==> src/design/cqe_pkg.sv <==
`default_nettype none

package cqe_pkg;

    localparam int DATA_W = 32;

    // Operation carried on the slave tuser
    typedef enum logic [1:0] {
        MODE_ENQ  = 2'd0,
        MODE_DEQ  = 2'd1,
        MODE_DISP = 2'd2,
        MODE_PEEK = 2'd3
    } mode_t;

    // Result status carried on the master tuser
    typedef enum logic [1:0] {
        ST_OK       = 2'd0,
        ST_OVERFLOW = 2'd1,
        ST_EMPTY    = 2'd2
    } status_t;

    typedef enum logic {
        S_IDLE,
        S_EMIT
    } state_t;

    // Controller to datapath
    typedef struct packed {
        logic accept;   // take the input beat and update the queue
        logic load;     // load the output register with the pending result
        logic step;     // advance the display walk and read the next entry
    } cmd_t;

    // Datapath to controller
    typedef struct packed {
        logic out_free;   // output register empty or being drained
        logic walk_done;  // pending result is the last one of the item
        logic empty;      // queue holds nothing
    } sts_t;

endpackage

`default_nettype wire

==> src/design/circular_queue_engine.sv <==
`default_nettype none

// Channel   Direction  tdata                 tuser          tlast
// s_axis    in         [31:0] push_value     [1:0] mode     -
// m_axis    out        [31:0] data_out       [1:0] status   last
//
// Sequence: enqueue, dequeue and peek accept the item, then load the output
//   register; display accepts, then loads one result per stored entry,
//   each read in turn through the single read port of the slot memory.
// Reset: rst_n clears pointers and marks the queue empty; slot contents
//   are left as they are and are never sent out before being written.
// Stalls: a result waiting in the output register does not block the
//   next input beat; a held m_axis_tready holds the pending result of that
//   next item, and the input stays closed until the output register drains.

module circular_queue_engine #(
    parameter int DEPTH = 8
) (
    input  wire logic        clk,
    input  wire logic        rst_n,

    input  wire logic        s_axis_tvalid,
    output logic             s_axis_tready,
    input  wire logic [31:0] s_axis_tdata,   // [31:0] push_value
    input  wire logic [1:0]  s_axis_tuser,   // [1:0] mode

    output logic             m_axis_tvalid,
    input  wire logic        m_axis_tready,
    output logic [31:0]      m_axis_tdata,   // [31:0] data_out
    output logic [1:0]       m_axis_tuser,   // [1:0] status
    output logic             m_axis_tlast
);

    cqe_pkg::cmd_t cmd;
    cqe_pkg::sts_t sts;

    logic signed [cqe_pkg::DATA_W-1:0] out_data;

    // Sequence each item: accept, then emit one or more result beats
    cqe_ctrl u_ctrl (
        .clk      (clk),
        .rst_n    (rst_n),
        .in_valid (s_axis_tvalid),
        .in_ready (s_axis_tready),
        .sts      (sts),
        .cmd      (cmd)
    );

    // Pointers, slot memory, pending result and output register
    cqe_dp #(
        .DEPTH (DEPTH)
    ) u_dp (
        .clk        (clk),
        .rst_n      (rst_n),
        .cmd        (cmd),
        .sts        (sts),
        .in_mode    (s_axis_tuser),
        .in_value   ($signed(s_axis_tdata)),
        .out_valid  (m_axis_tvalid),
        .out_ready  (m_axis_tready),
        .out_data   (out_data),
        .out_status (m_axis_tuser),
        .out_last   (m_axis_tlast)
    );

    assign m_axis_tdata = $unsigned(out_data);

    // An accepted beat always closes the input until its last result is loaded
    a_one_item: assert property (@(posedge clk) disable iff (!rst_n)
        s_axis_tvalid && s_axis_tready |=> !s_axis_tready)
        else $error("input accepted while previous item still in progress");

    // An enqueue always leaves a non-empty queue
    a_enq_fills: assert property (@(posedge clk) disable iff (!rst_n)
        s_axis_tvalid && s_axis_tready
        && (s_axis_tuser == cqe_pkg::MODE_ENQ) |=> !sts.empty)
        else $error("queue empty after enqueue");

    // Error results carry zero data and close the item
    a_err_zero: assert property (@(posedge clk) disable iff (!rst_n)
        m_axis_tvalid && (m_axis_tuser != cqe_pkg::ST_OK)
        |-> (m_axis_tdata == '0) && m_axis_tlast)
        else $error("error result with data or without last");

endmodule

`default_nettype wire

==> src/design/cqe_ram.sv <==
`default_nettype none

module cqe_ram #(
    parameter int WIDTH = 32,
    parameter int DEPTH = 8
) (
    input  wire logic                     clk,
    input  wire logic                     we,
    input  wire logic [$clog2(DEPTH)-1:0] waddr,
    input  wire logic [WIDTH-1:0]         wdata,
    input  wire logic                     re,
    input  wire logic [$clog2(DEPTH)-1:0] raddr,
    output logic      [WIDTH-1:0]         rdata
);

    logic [WIDTH-1:0] mem_reg [DEPTH];
    logic [WIDTH-1:0] q_reg;

    always_ff @(posedge clk)
    begin
        if (we)
        begin
            mem_reg[waddr] <= wdata;
        end
        if (re)
        begin
            q_reg <= mem_reg[raddr];
        end
    end

    assign rdata = q_reg;

endmodule

`default_nettype wire

==> src/design/cqe_ctrl.sv <==
`default_nettype none

module cqe_ctrl (
    input  wire logic          clk,
    input  wire logic          rst_n,
    input  wire logic          in_valid,
    output logic               in_ready,
    input  wire cqe_pkg::sts_t sts,
    output cqe_pkg::cmd_t      cmd
);

    cqe_pkg::state_t state_reg;
    cqe_pkg::state_t state_next;

    always_ff @(posedge clk or negedge rst_n)
    begin
        if (!rst_n)
        begin
            state_reg <= cqe_pkg::S_IDLE;
        end
        else
        begin
            state_reg <= state_next;
        end
    end

    always_comb
    begin
        state_next = state_reg;
        in_ready   = 1'b0;
        cmd        = '0;
        case (state_reg)
            cqe_pkg::S_IDLE:
            begin
                in_ready = 1'b1;
                if (in_valid)
                begin
                    cmd.accept = 1'b1;
                    state_next = cqe_pkg::S_EMIT;
                end
            end
            cqe_pkg::S_EMIT:
            begin
                // hold the result until the output register can take it
                if (sts.out_free)
                begin
                    cmd.load = 1'b1;
                    if (sts.walk_done)
                    begin
                        state_next = cqe_pkg::S_IDLE;
                    end
                    else
                    begin
                        cmd.step = 1'b1;
                    end
                end
            end
            default:
            begin
                state_next = cqe_pkg::S_IDLE;
            end
        endcase
    end

endmodule

`default_nettype wire

==> src/design/cqe_dp.sv <==
`default_nettype none

module cqe_dp #(
    parameter int DEPTH = 8
) (
    input  wire logic                           clk,
    input  wire logic                           rst_n,
    input  wire cqe_pkg::cmd_t                  cmd,
    output cqe_pkg::sts_t                       sts,
    input  wire logic [1:0]                     in_mode,
    input  wire logic signed [cqe_pkg::DATA_W-1:0] in_value,
    output logic                                out_valid,
    input  wire logic                           out_ready,
    output logic signed [cqe_pkg::DATA_W-1:0]   out_data,
    output logic [1:0]                          out_status,
    output logic                                out_last
);

    localparam int AW = $clog2(DEPTH);
    localparam logic [AW-1:0] LAST_IDX = AW'(DEPTH - 1);

    function automatic logic [AW-1:0] next_idx(input logic [AW-1:0] i);
        return (i == LAST_IDX) ? '0 : i + 1'b1;
    endfunction

    // queue pointers
    logic [AW-1:0] head_reg, head_next;
    logic [AW-1:0] tail_reg, tail_next;
    logic          empty_reg, empty_next;
    logic [AW-1:0] walk_reg, walk_next;

    // pending result
    logic                        res_disp_reg, res_disp_next;
    logic                        res_ram_reg, res_ram_next;
    logic [cqe_pkg::DATA_W-1:0]  res_data_reg, res_data_next;
    cqe_pkg::status_t            res_status_reg, res_status_next;

    // output register
    logic                        out_valid_reg, out_valid_next;
    logic [cqe_pkg::DATA_W-1:0]  out_data_reg, out_data_next;
    cqe_pkg::status_t            out_status_reg, out_status_next;
    logic                        out_last_reg, out_last_next;

    logic                        ram_we;
    logic [AW-1:0]               ram_waddr;
    logic                        ram_re;
    logic [AW-1:0]               ram_raddr;
    logic [cqe_pkg::DATA_W-1:0]  ram_q;
    logic                        full;
    logic                        walk_done;

    cqe_ram #(
        .WIDTH (cqe_pkg::DATA_W),
        .DEPTH (DEPTH)
    ) u_ram (
        .clk   (clk),
        .we    (ram_we),
        .waddr (ram_waddr),
        .wdata ($unsigned(in_value)),
        .re    (ram_re),
        .raddr (ram_raddr),
        .rdata (ram_q)
    );

    assign full      = !empty_reg && (next_idx(tail_reg) == head_reg);
    assign walk_done = !res_disp_reg || (walk_reg == tail_reg);

    always_comb
    begin
        head_next       = head_reg;
        tail_next       = tail_reg;
        empty_next      = empty_reg;
        walk_next       = walk_reg;
        res_disp_next   = res_disp_reg;
        res_ram_next    = res_ram_reg;
        res_data_next   = res_data_reg;
        res_status_next = res_status_reg;
        ram_we          = 1'b0;
        ram_waddr       = next_idx(tail_reg);
        ram_re          = 1'b0;
        ram_raddr       = head_reg;

        if (cmd.accept)
        begin
            // read the head for every item; enqueue ignores it
            ram_re          = 1'b1;
            walk_next       = head_reg;
            res_disp_next   = 1'b0;
            res_ram_next    = 1'b0;
            res_data_next   = '0;
            res_status_next = cqe_pkg::ST_OK;
            case (cqe_pkg::mode_t'(in_mode))
                cqe_pkg::MODE_ENQ:
                begin
                    if (empty_reg)
                    begin
                        head_next     = '0;
                        tail_next     = '0;
                        empty_next    = 1'b0;
                        ram_we        = 1'b1;
                        ram_waddr     = '0;
                        res_data_next = $unsigned(in_value);
                    end
                    else if (full)
                    begin
                        res_status_next = cqe_pkg::ST_OVERFLOW;
                    end
                    else
                    begin
                        tail_next     = next_idx(tail_reg);
                        ram_we        = 1'b1;
                        res_data_next = $unsigned(in_value);
                    end
                end
                cqe_pkg::MODE_DEQ:
                begin
                    if (empty_reg)
                    begin
                        res_status_next = cqe_pkg::ST_EMPTY;
                    end
                    else
                    begin
                        res_ram_next = 1'b1;
                        if (head_reg == tail_reg)
                        begin
                            empty_next = 1'b1;
                            head_next  = '0;
                            tail_next  = '0;
                        end
                        else
                        begin
                            head_next = next_idx(head_reg);
                        end
                    end
                end
                cqe_pkg::MODE_PEEK:
                begin
                    if (empty_reg)
                    begin
                        res_status_next = cqe_pkg::ST_EMPTY;
                    end
                    else
                    begin
                        res_ram_next = 1'b1;
                    end
                end
                cqe_pkg::MODE_DISP:
                begin
                    if (empty_reg)
                    begin
                        res_status_next = cqe_pkg::ST_EMPTY;
                    end
                    else
                    begin
                        res_ram_next  = 1'b1;
                        res_disp_next = 1'b1;
                    end
                end
                default:
                begin
                    res_status_next = cqe_pkg::ST_OK;
                end
            endcase
        end

        if (cmd.step)
        begin
            walk_next = next_idx(walk_reg);
            ram_re    = 1'b1;
            ram_raddr = next_idx(walk_reg);
        end
    end

    always_comb
    begin
        out_valid_next  = out_valid_reg;
        out_data_next   = out_data_reg;
        out_status_next = out_status_reg;
        out_last_next   = out_last_reg;
        if (cmd.load)
        begin
            out_valid_next  = 1'b1;
            out_data_next   = res_ram_reg ? ram_q : res_data_reg;
            out_status_next = res_status_reg;
            out_last_next   = walk_done;
        end
        else if (out_ready)
        begin
            out_valid_next = 1'b0;
        end
    end

    always_ff @(posedge clk or negedge rst_n)
    begin
        if (!rst_n)
        begin
            head_reg      <= '0;
            tail_reg      <= '0;
            empty_reg     <= 1'b1;
            walk_reg      <= '0;
            res_disp_reg  <= 1'b0;
            out_valid_reg <= 1'b0;
        end
        else
        begin
            head_reg      <= head_next;
            tail_reg      <= tail_next;
            empty_reg     <= empty_next;
            walk_reg      <= walk_next;
            res_disp_reg  <= res_disp_next;
            out_valid_reg <= out_valid_next;
        end
    end

    always_ff @(posedge clk)
    begin
        res_ram_reg    <= res_ram_next;
        res_data_reg   <= res_data_next;
        res_status_reg <= res_status_next;
        out_data_reg   <= out_data_next;
        out_status_reg <= out_status_next;
        out_last_reg   <= out_last_next;
    end

    assign sts.out_free  = !out_valid_reg || out_ready;
    assign sts.walk_done = walk_done;
    assign sts.empty     = empty_reg;

    assign out_valid  = out_valid_reg;
    assign out_data   = $signed(out_data_reg);
    assign out_status = out_status_reg;
    assign out_last   = out_last_reg;

endmodule

`default_nettype wire

==> config.mk <==
export PLATFORM = sky130hd
export DESIGN_NAME = circular_queue_engine
export DESIGN_NICKNAME = d
export VERILOG_FILES = /design/src/design/cqe_pkg.sv /design/src/design/circular_queue_engine.sv /design/src/design/cqe_ram.sv /design/src/design/cqe_ctrl.sv /design/src/design/cqe_dp.sv
export SDC_FILE = /design/constraint.sdc
export NUM_CORES = 1
export LEC_CHECK = 0
export BUFFER_PORTS_ARGS = -buffer_cell sky130_fd_sc_hd__buf_2
export CELL_PAD_IN_SITES_DETAIL_PLACEMENT = 1
export CELL_PAD_IN_SITES_GLOBAL_PLACEMENT = 2
export CORE_ASPECT_RATIO = 1.2
export CORE_MARGIN = 2
export CORE_UTILIZATION = 49
export CTS_CLUSTER_DIAMETER = 150
export DETAILED_ROUTE_END_ITERATION = 7
export PLACE_DENSITY = 0.88
export SLEW_MARGIN = 10
export SYNTH_ARGS = -nofsm -noshare
export SYNTH_HDL_FRONTEND = slang
export SYNTH_SLANG_ARGS = --single-unit
export TNS_END_PERCENT = 10
==> constraint.sdc <==
create_clock -name clk -period 17.7 [get_ports clk]
set_clock_uncertainty 0.05 [all_clocks]
set_input_delay 1.77 -clock clk [delete_from_list [all_inputs] [get_ports clk]]
set_output_delay 1.77 -clock clk [all_outputs]
set_load 0.01 [all_outputs]
==> flow_summary.ini, run 1 <==
[layout]
utilization = 0.556
largest_register_ff_count = 256
nets = 1036
fillers = 2881
area_growth_pct = 12.4
n_antenna_cell = 0
layout-drive-gt1-share = 0.196

[clock_tree]
holdBufCountCts = 0
cts_buffers = 37
clk_pin_slew_ns = 0.06
cts-root-buf = clkbuf_16
cts_resized = 0
clock_latency_ns = 0.52
cts.htree.levels = 2
cts_tree = done
clock-sinks = 371
cts.path.max_buffers = 3
post_cts_buffers = 0

[sta]
rsz0062_at_grt = no
slew_headroom = 0.205
finalHoldViolations = 0
period_minus_slack_ns = 4.53
fin_tns_setup_ns = 0
slew_viol_final = 0
fin_crit_sh = 0.256
max_slew.worst_pin.slew_ns = 1.19
setup_violations = 0
max_freq_mhz = 221

[setup_path]
crit_start = m_axis_tready
cp-end-kind = register
rr_startpoint = u_dp.tail_reg[0]$_DFFE_PN0P_
crit_end = u_dp.u_ram.rdata[8]$_DFFE_PP_
r2r_slack_ns = 13.99
worstPathArrival_ns = 4.72
worstSetupStartpointType = input port
crit_fanout = 41
worstSetupPathType = in2reg
rr_worst_depth = 10
r2r-end = u_dp.u_ram.mem_reg[6][15]$_DFFE_PP_
required_ns = 17.89

[grt]
antenna_found_initial = 1
grt_first_pass_wirelength_um = 58300
grt_max_degree = 111
grt_use_total = 0.240
grt_overflow = 0
grt_pass1_vias = 9786

[power]
p_leak_nw = 5.55
power_density_mw_per_mm2 = 148
peakVddDrop_v = 0.000103

[synthesis]
synth_ff_type = edfxtp_1
yosys-top-cells-area = edfxtp_1 (72%), a211oi_1 (3.2%), and3_1 (2.8%), mux2_2 (2.6%), o21ai_0 (2.2%)
yosys.area.top_type = edfxtp_1
synth_seq_area_share = 0.739
synth_fp_nets = 983
yosys_warnings = 0
synthArstFlopShare = 0.0350
synth_seq_cells = 371
synth_cell_type_count = 46
syn_inst = 939
synth_top_cell_area_share = 0.717
synth-edff-count = 358
avgSynthCellArea_um2 = 16.0
syn_area_mm2 = 0.0150

[floorplan]
die_x_um = 164
start_util = 0.494
dieArea_mm2 = 0.0320
fp-row-count = 70
die_h_um = 196
io_pins = 75
fp.coreArea_mm2 = 0.0303

[placed_design]
port-buffer-count = 74
gp_congestion = 0.699
place.detailed.hpwl_um = 19900

[route]
num_vias = 9094
drt_first_pass_iters = 5
totalWireLength_um = 37500
wl_per_cell_um = 26.5
drt-initial-drc-count = 688
vias_per_cell = 6.43
remaining_drc_errors = 0
ant_nets = 0

[worst_hold_path]
worstHoldPathType = reg2reg

[flow_run]
cap_violations = 0

[status]
status = completed
-- kinds of logic (layout without fill, tap and decap cells) --
family                     after synthesis  count (layout)  synth area share
xor gates and xnor gates                10              10           0.00585
DFF                                    371             371             0.739
muxes                                   36              36            0.0270
buffers and inverters                   91             170            0.0261
AOI/OAI and AO/OA                      274             274             0.138
and+or+nand+nor                        151             151            0.0588
adders and majority gates                6               6           0.00501
-- worst max-delay path, cell delays in order --
cell      delay (ns)
buf_2           0.09
nand2b_1        0.15
nand2_1         0.27
inv_2           0.10
buf_4           0.35
nand3_1         0.18
buf_4           0.43
nand2_2         0.69
a211oi_1        0.52
o31ai_1         0.13
-- per-layer routing --
metal	GRT usage	share of wire	vias to the layer above
li1	-	-	3941
met1	0.315	0.41	4730
met2	0.404	0.51	333
met3	0.0319	0.050	90
met4	0.100	0.034	0
met5	0	0	-
-- cell type report --
type / instances / area, um2 / share of cell area
inverter: 7 / 28.8 / 0.00171
timing repair buffer: 98 / 551 / 0.0327
multi-input combinational: 477 / 3600 / 0.213
clock inverter: 12 / 57.6 / 0.00342
clock buffer: 53 / 1040 / 0.0617
tap: 396 / 495 / 0.0294
sequential: 371 / 11100 / 0.658
-- how the worst min path moves through the flow --
stage	start	cells after the start	slack (ns)	end
floorplan	u_dp.res_status_reg[0]$_SDFFCE_PP0P_	0	0.35	u_dp.out_status[0]$_DFFE_PP_
detailed placement	u_dp.res_status_reg[1]$_SDFFCE_PN0P_	0	0.36	u_dp.out_status[1]$_DFFE_PP_
global route	u_dp.res_status_reg[1]$_SDFFCE_PN0P_	0	0.38	u_dp.out_status[1]$_DFFE_PP_
finish	u_dp.res_status_reg[1]$_SDFFCE_PN0P_	0	0.37	u_dp.out_status[1]$_DFFE_PP_
global placement	u_dp.res_status_reg[0]$_SDFFCE_PP0P_	0	0.36	u_dp.out_status[0]$_DFFE_PP_
CTS	u_dp.res_status_reg[1]$_SDFFCE_PN0P_	0	0.37	u_dp.out_status[1]$_DFFE_PP_
-- cell usage after synthesis (all sizes together) (32+ instances only) --
master    n
a221o    32
and2     33
and3     67
buf      39
clkbuf   45
o21ai    68
a32oi    32
o31ai    35
mux2     35
a211oi   64
edfxtp  358
a311oi   32
-- cell usage in the layout, fill, tap and decap left out, drive strengths merged, types with 33 or more instances in the layout --
master / count
a211oi: 64
clkbuf: 53
buf: 98
and2: 33
mux2: 35
o31ai: 35
edfxtp: 358
o21ai: 68
and3: 67
-- per-stage QoR --
step	cell area, um2	worst slack [ns]	instances	total power, mW	hold WS, ns
3_3_place_gp	15700	12.85	1349	1.75	0.356
5_1_grt	16800	13.00	1414	2.59	0.384
3_5_place_dp	15700	12.63	1349	1.79	0.357
6_report	16800	13.17	1414	2.49	0.369
4_1_cts	16800	13.19	1414	2.50	0.371
2_1_floorplan	15000	10.87	939	1.56	0.350
-- power breakdown --
group | switching, mW | internal [mW]
clock network | 0.316 | 0.408
registers | 0.0471 | 1.13
logic | 0.384 | 0.206
total | 0.747 | 1.74
Power figures use the tool's default switching activity.
==> inputs of run 2 (changes only) <==
--- a/config.mk
+++ b/config.mk
@@ -10,10 +10,10 @@
 export CELL_PAD_IN_SITES_GLOBAL_PLACEMENT = 2
 export CORE_ASPECT_RATIO = 1.2
 export CORE_MARGIN = 2
-export CORE_UTILIZATION = 49
+export CORE_UTILIZATION = 41
 export CTS_CLUSTER_DIAMETER = 150
 export DETAILED_ROUTE_END_ITERATION = 7
-export PLACE_DENSITY = 0.88
+export PLACE_DENSITY = 0.79
 export SLEW_MARGIN = 10
 export SYNTH_ARGS = -nofsm -noshare
 export SYNTH_HDL_FRONTEND = slang
==> constraint.sdc (replaced) <==
create_clock -name clk -period 3.7 [get_ports clk]
set_clock_uncertainty 0.05 [all_clocks]
set_input_delay 0.37 -clock clk [delete_from_list [all_inputs] [get_ports clk]]
set_output_delay 0.37 -clock clk [all_outputs]
set_load 0.01 [all_outputs]
==> run 2 against run 1 <==
Effect of this change: non-clock buffer count rose by 24; routed wire length up 3.2%; hold slack lost 0.29 ns; clock power rose to 5.4 times the previous value; die area rose by 19%; design area grew 3.6%; sequential cell count did not move; register-to-register slack got worse by 14 ns; sequential share of layout area decreased by 2.3 points; global-route usage decreased by 3.4 points; critical path depth down 1; critical path type is now reg2reg; critical endpoint is now u_dp.u_ram.mem_reg[3][30]$_DFFE_PP_.
==> flow_summary.ini, run 2 (synthesized netlist as in run 1, its figures left out) <==
[layout]
area_growth_pct = 16.5
final_cell_mix = edfxtp_1 (358), buf_2 (74), and3_1 (67), o21ai_0 (65), a211oi_1 (64)
fillers = 3455
fin_cells = 1513
layout-drive-gt1-share = 0.227
finalInstanceArea_mm2 = 0.0175
multi_input_area_mm2 = 0.00364
nets = 1060
largest_register_ff_count = 256
final_common_cell = edfxtp_1
ff_latch_area_mm2 = 0.0111

[grt]
grt_pass1_vias = 9642
grt_max_degree = 65
grt_overflow = 0
grt_use_total = 0.206
grt_first_pass_wirelength_um = 59100
antenna_found_initial = 1

[flow_run]
cap_violations = 0

[power]
peakVddDrop_v = 0.000315
power_density_mw_per_mm2 = 720
p_int_mw = 8.81
pwr-share-seq = 0.446
p_sw_mw = 3.76
comb_power_share = 0.242
p_leak_nw = 5.82
power_mw = 12.6
p_clk_frac = 0.312
switching_share = 0.299

[floorplan]
start_util = 0.417
fp-row-count = 76
die_x_um = 179
fp.coreArea_mm2 = 0.0359
die_h_um = 213
dieArea_mm2 = 0.0381
io_pins = 75

[route]
wl_met1_um = 16000
remaining_drc_errors = 0
drt_first_pass_iters = 5
ant_nets = 0
drt-initial-drc-count = 767
route.top_layer_used = met5
totalWireLength_um = 38700
vias_per_cell = 5.99
wl_met3_um = 1870
num_vias = 9068
wl_met2_um = 19900
wl_per_cell_um = 25.6

[clock_tree]
clock_latency_ns = 0.54
clock-sinks = 371
clk_pin_slew_ns = 0.06
cts.path.max_buffers = 3
cts-root-buf = clkbuf_16
post_cts_buffers = 0
cts_resized = 0
cts_buffers = 37
cts.htree.levels = 2
cts_tree = done

[setup_path]
worstSetupStartpointType = register
worstPathArrival_ns = 3.66
crit_start = u_dp.tail_reg[0]$_DFFE_PN0P_
cp-end-kind = register
crit_fanout = 21
worstSetupPathType = reg2reg
required_ns = 3.82
rr_startpoint = u_dp.tail_reg[0]$_DFFE_PN0P_

[sta]
layout_setup_ws_ns = 0.164
max_slew.worst_pin.slew_ns = 1.06
slew_headroom = 0.290
hold_ws_ns = 0.0838
setup_violations = 0
slew_viol_final = 0
rsz0062_at_grt = no
finalHoldViolations = 0
max_freq_mhz = 283
period_minus_slack_ns = 3.54
fin_crit_sh = 0.956

[placed_design]
gp_congestion = 0.745
placed_cells = 1444
place.detailed.hpwl_um = 22400
port-buffer-count = 74
place_ws_ns = 0.299
dpl-instance-area_mm2 = 0.0162

[worst_hold_path]
worstHoldPathType = in2reg
worstHoldStart = s_axis_tdata[10]

[status]
status = completed
## run 2: timing repair
| item | 4_1_cts | 5_1_grt |
|---|---|---|
| endpoints found under the hold margin | 13 | 0 |
| setup endpoints to repair | 0 | 0 |
| hold buffers | 1 | 0 |
## run 2: area by class of cell
cell class                      count  share of cell area
Clock buffer                       42              0.0559
Sequential cell                   371               0.635
Antenna cell                        1            0.000143
Clock inverter                     25              0.0165
Inverter                            7             0.00165
Timing Repair Buffer              122              0.0492
Tap cell                          468              0.0336
Multi-Input combinational cell    477               0.208
## run 2: routing by layer
| metal | track usage | vias up |
|---|---|---|
| met2 | 0.354 | 273 |
| met1 | 0.272 | 4733 |
| met4 | 0.0648 | 2 |
| met5 | 0 | - |
| met3 | 0.0291 | 66 |
| li1 | - | 3994 |
## run 2: critical path: stages, from the launching register on
cell and delay (ns):
dfrtp_1 0.45, ha_1 0.24, ha_1 0.59, xor2_1 0.22, nor3_1 0.10, nand2_1 0.10
and2_1 0.20, nand4_1 0.48, nor3_4 0.34, buf_4 0.41
## run 2: metrics by stage
stage / TNS (ns) / utilization
final: 0 / 0.486
after global routing: 0 / 0.485
after CTS: 0 / 0.485
after detailed placement: 0 / 0.450
after global placement: 0 / 0.450
after floorplan: -71.07 / -
## run 2: power groups by stage
| stage | Combinational, mW | Sequential (mW) | Clock, mW |
|---|---|---|---|
| 2_1_floorplan | 1.80 | 5.69 | 0 |
| 3_3_place_gp | 2.97 | 5.67 | 0 |
| 3_5_place_dp | 3.06 | 5.69 | 0 |
| 4_1_cts | 3.09 | 5.60 | 3.99 |
| 5_1_grt | 3.31 | 5.66 | 4.12 |
| 6_report | 3.04 | 5.60 | 3.92 |
## run 2: final timing paths
check                      cells past startpoint                             endpoint  slack, ns
min in group asynchronous                      2         u_dp.tail_reg[2]$_DFFE_PN0P_       0.26
setup / recovery                               9  u_dp.u_ram.mem_reg[3][30]$_DFFE_PP_       0.16
max in group asynchronous                      2           u_dp.empty_reg$_DFFE_PN1P_       3.05
hold / removal                                 1  u_dp.u_ram.mem_reg[7][10]$_DFFE_PP_       0.08
setup reg to reg                               9  u_dp.u_ram.mem_reg[3][30]$_DFFE_PP_       0.16
hold reg to reg                                0         u_dp.out_status[1]$_DFFE_PP_       0.38
==> inputs of run 3 (changes only) <==
--- a/config.mk
+++ b/config.mk
@@ -10,12 +10,13 @@
 export CELL_PAD_IN_SITES_GLOBAL_PLACEMENT = 2
 export CORE_ASPECT_RATIO = 1.2
 export CORE_MARGIN = 2
-export CORE_UTILIZATION = 41
+export CORE_UTILIZATION = 44
 export CTS_CLUSTER_DIAMETER = 150
 export DETAILED_ROUTE_END_ITERATION = 7
-export PLACE_DENSITY = 0.79
+export PLACE_DENSITY = 0.8
 export SLEW_MARGIN = 10
 export SYNTH_ARGS = -nofsm -noshare
 export SYNTH_HDL_FRONTEND = slang
+export SYNTH_HIERARCHICAL = 1
 export SYNTH_SLANG_ARGS = --single-unit
 export TNS_END_PERCENT = 10
==> run 3 against run 2 <==
Effect of this change: critical path depth decreased by 2; critical path type unchanged; routed wire length is 23% lower; die area is 10% lower; highest routed layer unchanged.
==> flow_summary.ini, run 3 <==
[sta]
rsz0062_at_grt = no
max_slew.worst_pin.slew_ns = 0.964
slew_headroom = 0.352
slew_viol_final = 0
fin_crit_sh = 0.901
period_minus_slack_ns = 3.33
setup_violations = 0
max_freq_mhz = 300
finalHoldViolations = 0

[floorplan]
fp.coreArea_mm2 = 0.0323
die_h_um = 202
fp-row-count = 72
io_pins = 75
dieArea_mm2 = 0.0343
die_x_um = 169
start_util = 0.447

[setup_path]
cp-end-kind = register
worstSetupStartpointType = register
required_ns = 3.91
crit_fanout = 25
worstSetupPathType = reg2reg
worstPathArrival_ns = 3.54

[synthesis]
syn_area_mm2 = 0.0144
synth_fp_nets = 697
avgSynthCellArea_um2 = 22.1
yosys_warnings = 6
syn_inst = 653

[grt]
grt_first_pass_wirelength_um = 45500
grt_pass1_vias = 7330
grt_use_total = 0.179
antenna_found_initial = 3
grt_overflow = 0
grt_max_degree = 43

[status]
status = completed

[clock_tree]
cts-root-buf = clkbuf_16
cts.htree.levels = 2
cts_buffers = 36
post_cts_buffers = 0
clock-sinks = 371
holdBufCountCts = 1
cts_resized = 0
clock_latency_ns = 0.51
clk_pin_slew_ns = 0.06
cts.path.max_buffers = 3
cts_tree = done

[route]
num_vias = 6580
wl_met2_um = 16000
remaining_drc_errors = 0
drt_first_pass_iters = 4
wl_per_cell_um = 24.8
ant_nets = 0
route.top_layer_used = met5
wl_met3_um = 1050
totalWireLength_um = 29700
drt-initial-drc-count = 428
wl_met1_um = 12100
vias_per_cell = 5.50

[layout]
fin_cells = 1197
utilization = 0.515
final_common_cell = edfxtp_1
n_antenna_cell = 0
area_growth_pct = 15.0
layout-drive-gt1-share = 0.322
fillers = 2890
final_cell_mix = edfxtp_1 (358), buf_2 (74), mux2_2 (60), mux4_1 (40), clkbuf_16 (37)
largest_register_ff_count = 256
nets = 808
ff_latch_area_mm2 = 0.0111
multi_input_area_mm2 = 0.00319

[placed_design]
placed_cells = 1132
place.detailed.hpwl_um = 17600
port-buffer-count = 74
gp_congestion = 0.752

[power]
p_int_mw = 9.07
power_density_mw_per_mm2 = 754
switching_share = 0.275
p_sw_mw = 3.44
p_leak_nw = 5.71
peakVddDrop_v = 0.000353
pwr-share-seq = 0.456
comb_power_share = 0.261
p_clk_frac = 0.283

[worst_hold_path]
worstHoldPathType = in2reg

[flow_run]
cap_violations = 0
## run 3: worst paths after layout
| check | from | endpoint | slack [ns] | cells past startpoint |
|---|---|---|---|---|
| setup / recovery | u_dp/tail_reg[0]$_DFFE_PN0P_ | u_dp/u_ram/rdata[21]$_DFFE_PP_ | 0.37 | 7 |
| hold / removal | s_axis_tvalid | u_ctrl/state_reg$_DFF_PN0_ | 0.08 | 3 |
| setup reg to reg | u_dp/tail_reg[0]$_DFFE_PN0P_ | u_dp/u_ram/rdata[21]$_DFFE_PP_ | 0.37 | 7 |
| hold reg to reg | u_dp/res_status_reg[0]$_SDFFCE_PP0P_ | u_dp/out_status[0]$_DFFE_PP_ | 0.37 | 0 |
| max in group asynchronous | rst_n | u_dp/empty_reg$_DFFE_PN1P_ | 3.08 | 2 |
| min in group asynchronous | rst_n | u_dp/head_reg[1]$_DFFE_PN0P_ | 0.23 | 2 |
## run 3: cell type report
| class | instances | share of cell area |
|---|---|---|
| Clock buffer | 44 | 0.0574 |
| Sequential cell | 371 | 0.667 |
| Timing Repair Buffer | 102 | 0.0404 |
| Inverter | 6 | 0.00136 |
| Tap cell | 407 | 0.0307 |
| Clock inverter | 20 | 0.0109 |
| Multi-Input combinational cell | 247 | 0.192 |
## run 3: through the flow
step	power, mW	area (um2)	TNS (ns)	hold slack, ns	setup WS (ns)
3_5_place_dp	9.14	15500	0	0.241	0.301
3_3_place_gp	8.95	15500	0	0.229	0.406
5_1_grt	13.1	16600	0	0.0704	0.124
4_1_cts	12.7	16600	0	0.0580	0.290
2_1_floorplan	8.07	14400	-24.72	0.0244	-0.772
6_report	12.5	16600	0	0.0794	0.366
## run 3: per-layer routing
| metal | vias to the layer above | track usage |
|---|---|---|
| met2 | 128 | 0.327 |
| met1 | 3490 | 0.224 |
| met5 | - | 0 |
| li1 | 2914 | - |
| met3 | 42 | 0.0239 |
| met4 | 6 | 0.0495 |
## run 3: worst max-delay path, stage by stage (launching register included)
cell and delay (ns):
dfrtp_1 0.47, xor2_1 0.20, o31ai_1 0.48, nor2b_4 0.11, mux2_4 0.58, buf_12 0.27, mux4_1 0.58, mux2_2 0.28
## run 3: power by group through the flow
stage          Sequential (mW)  Clock (mW)  Combinational, mW
3_3_place_gp              5.77           0               3.18
5_1_grt                   5.78        3.76               3.53
3_5_place_dp              5.81           0               3.33
2_1_floorplan             5.81           0               2.26
6_report                  5.71        3.54               3.26
4_1_cts                   5.73        3.63               3.35
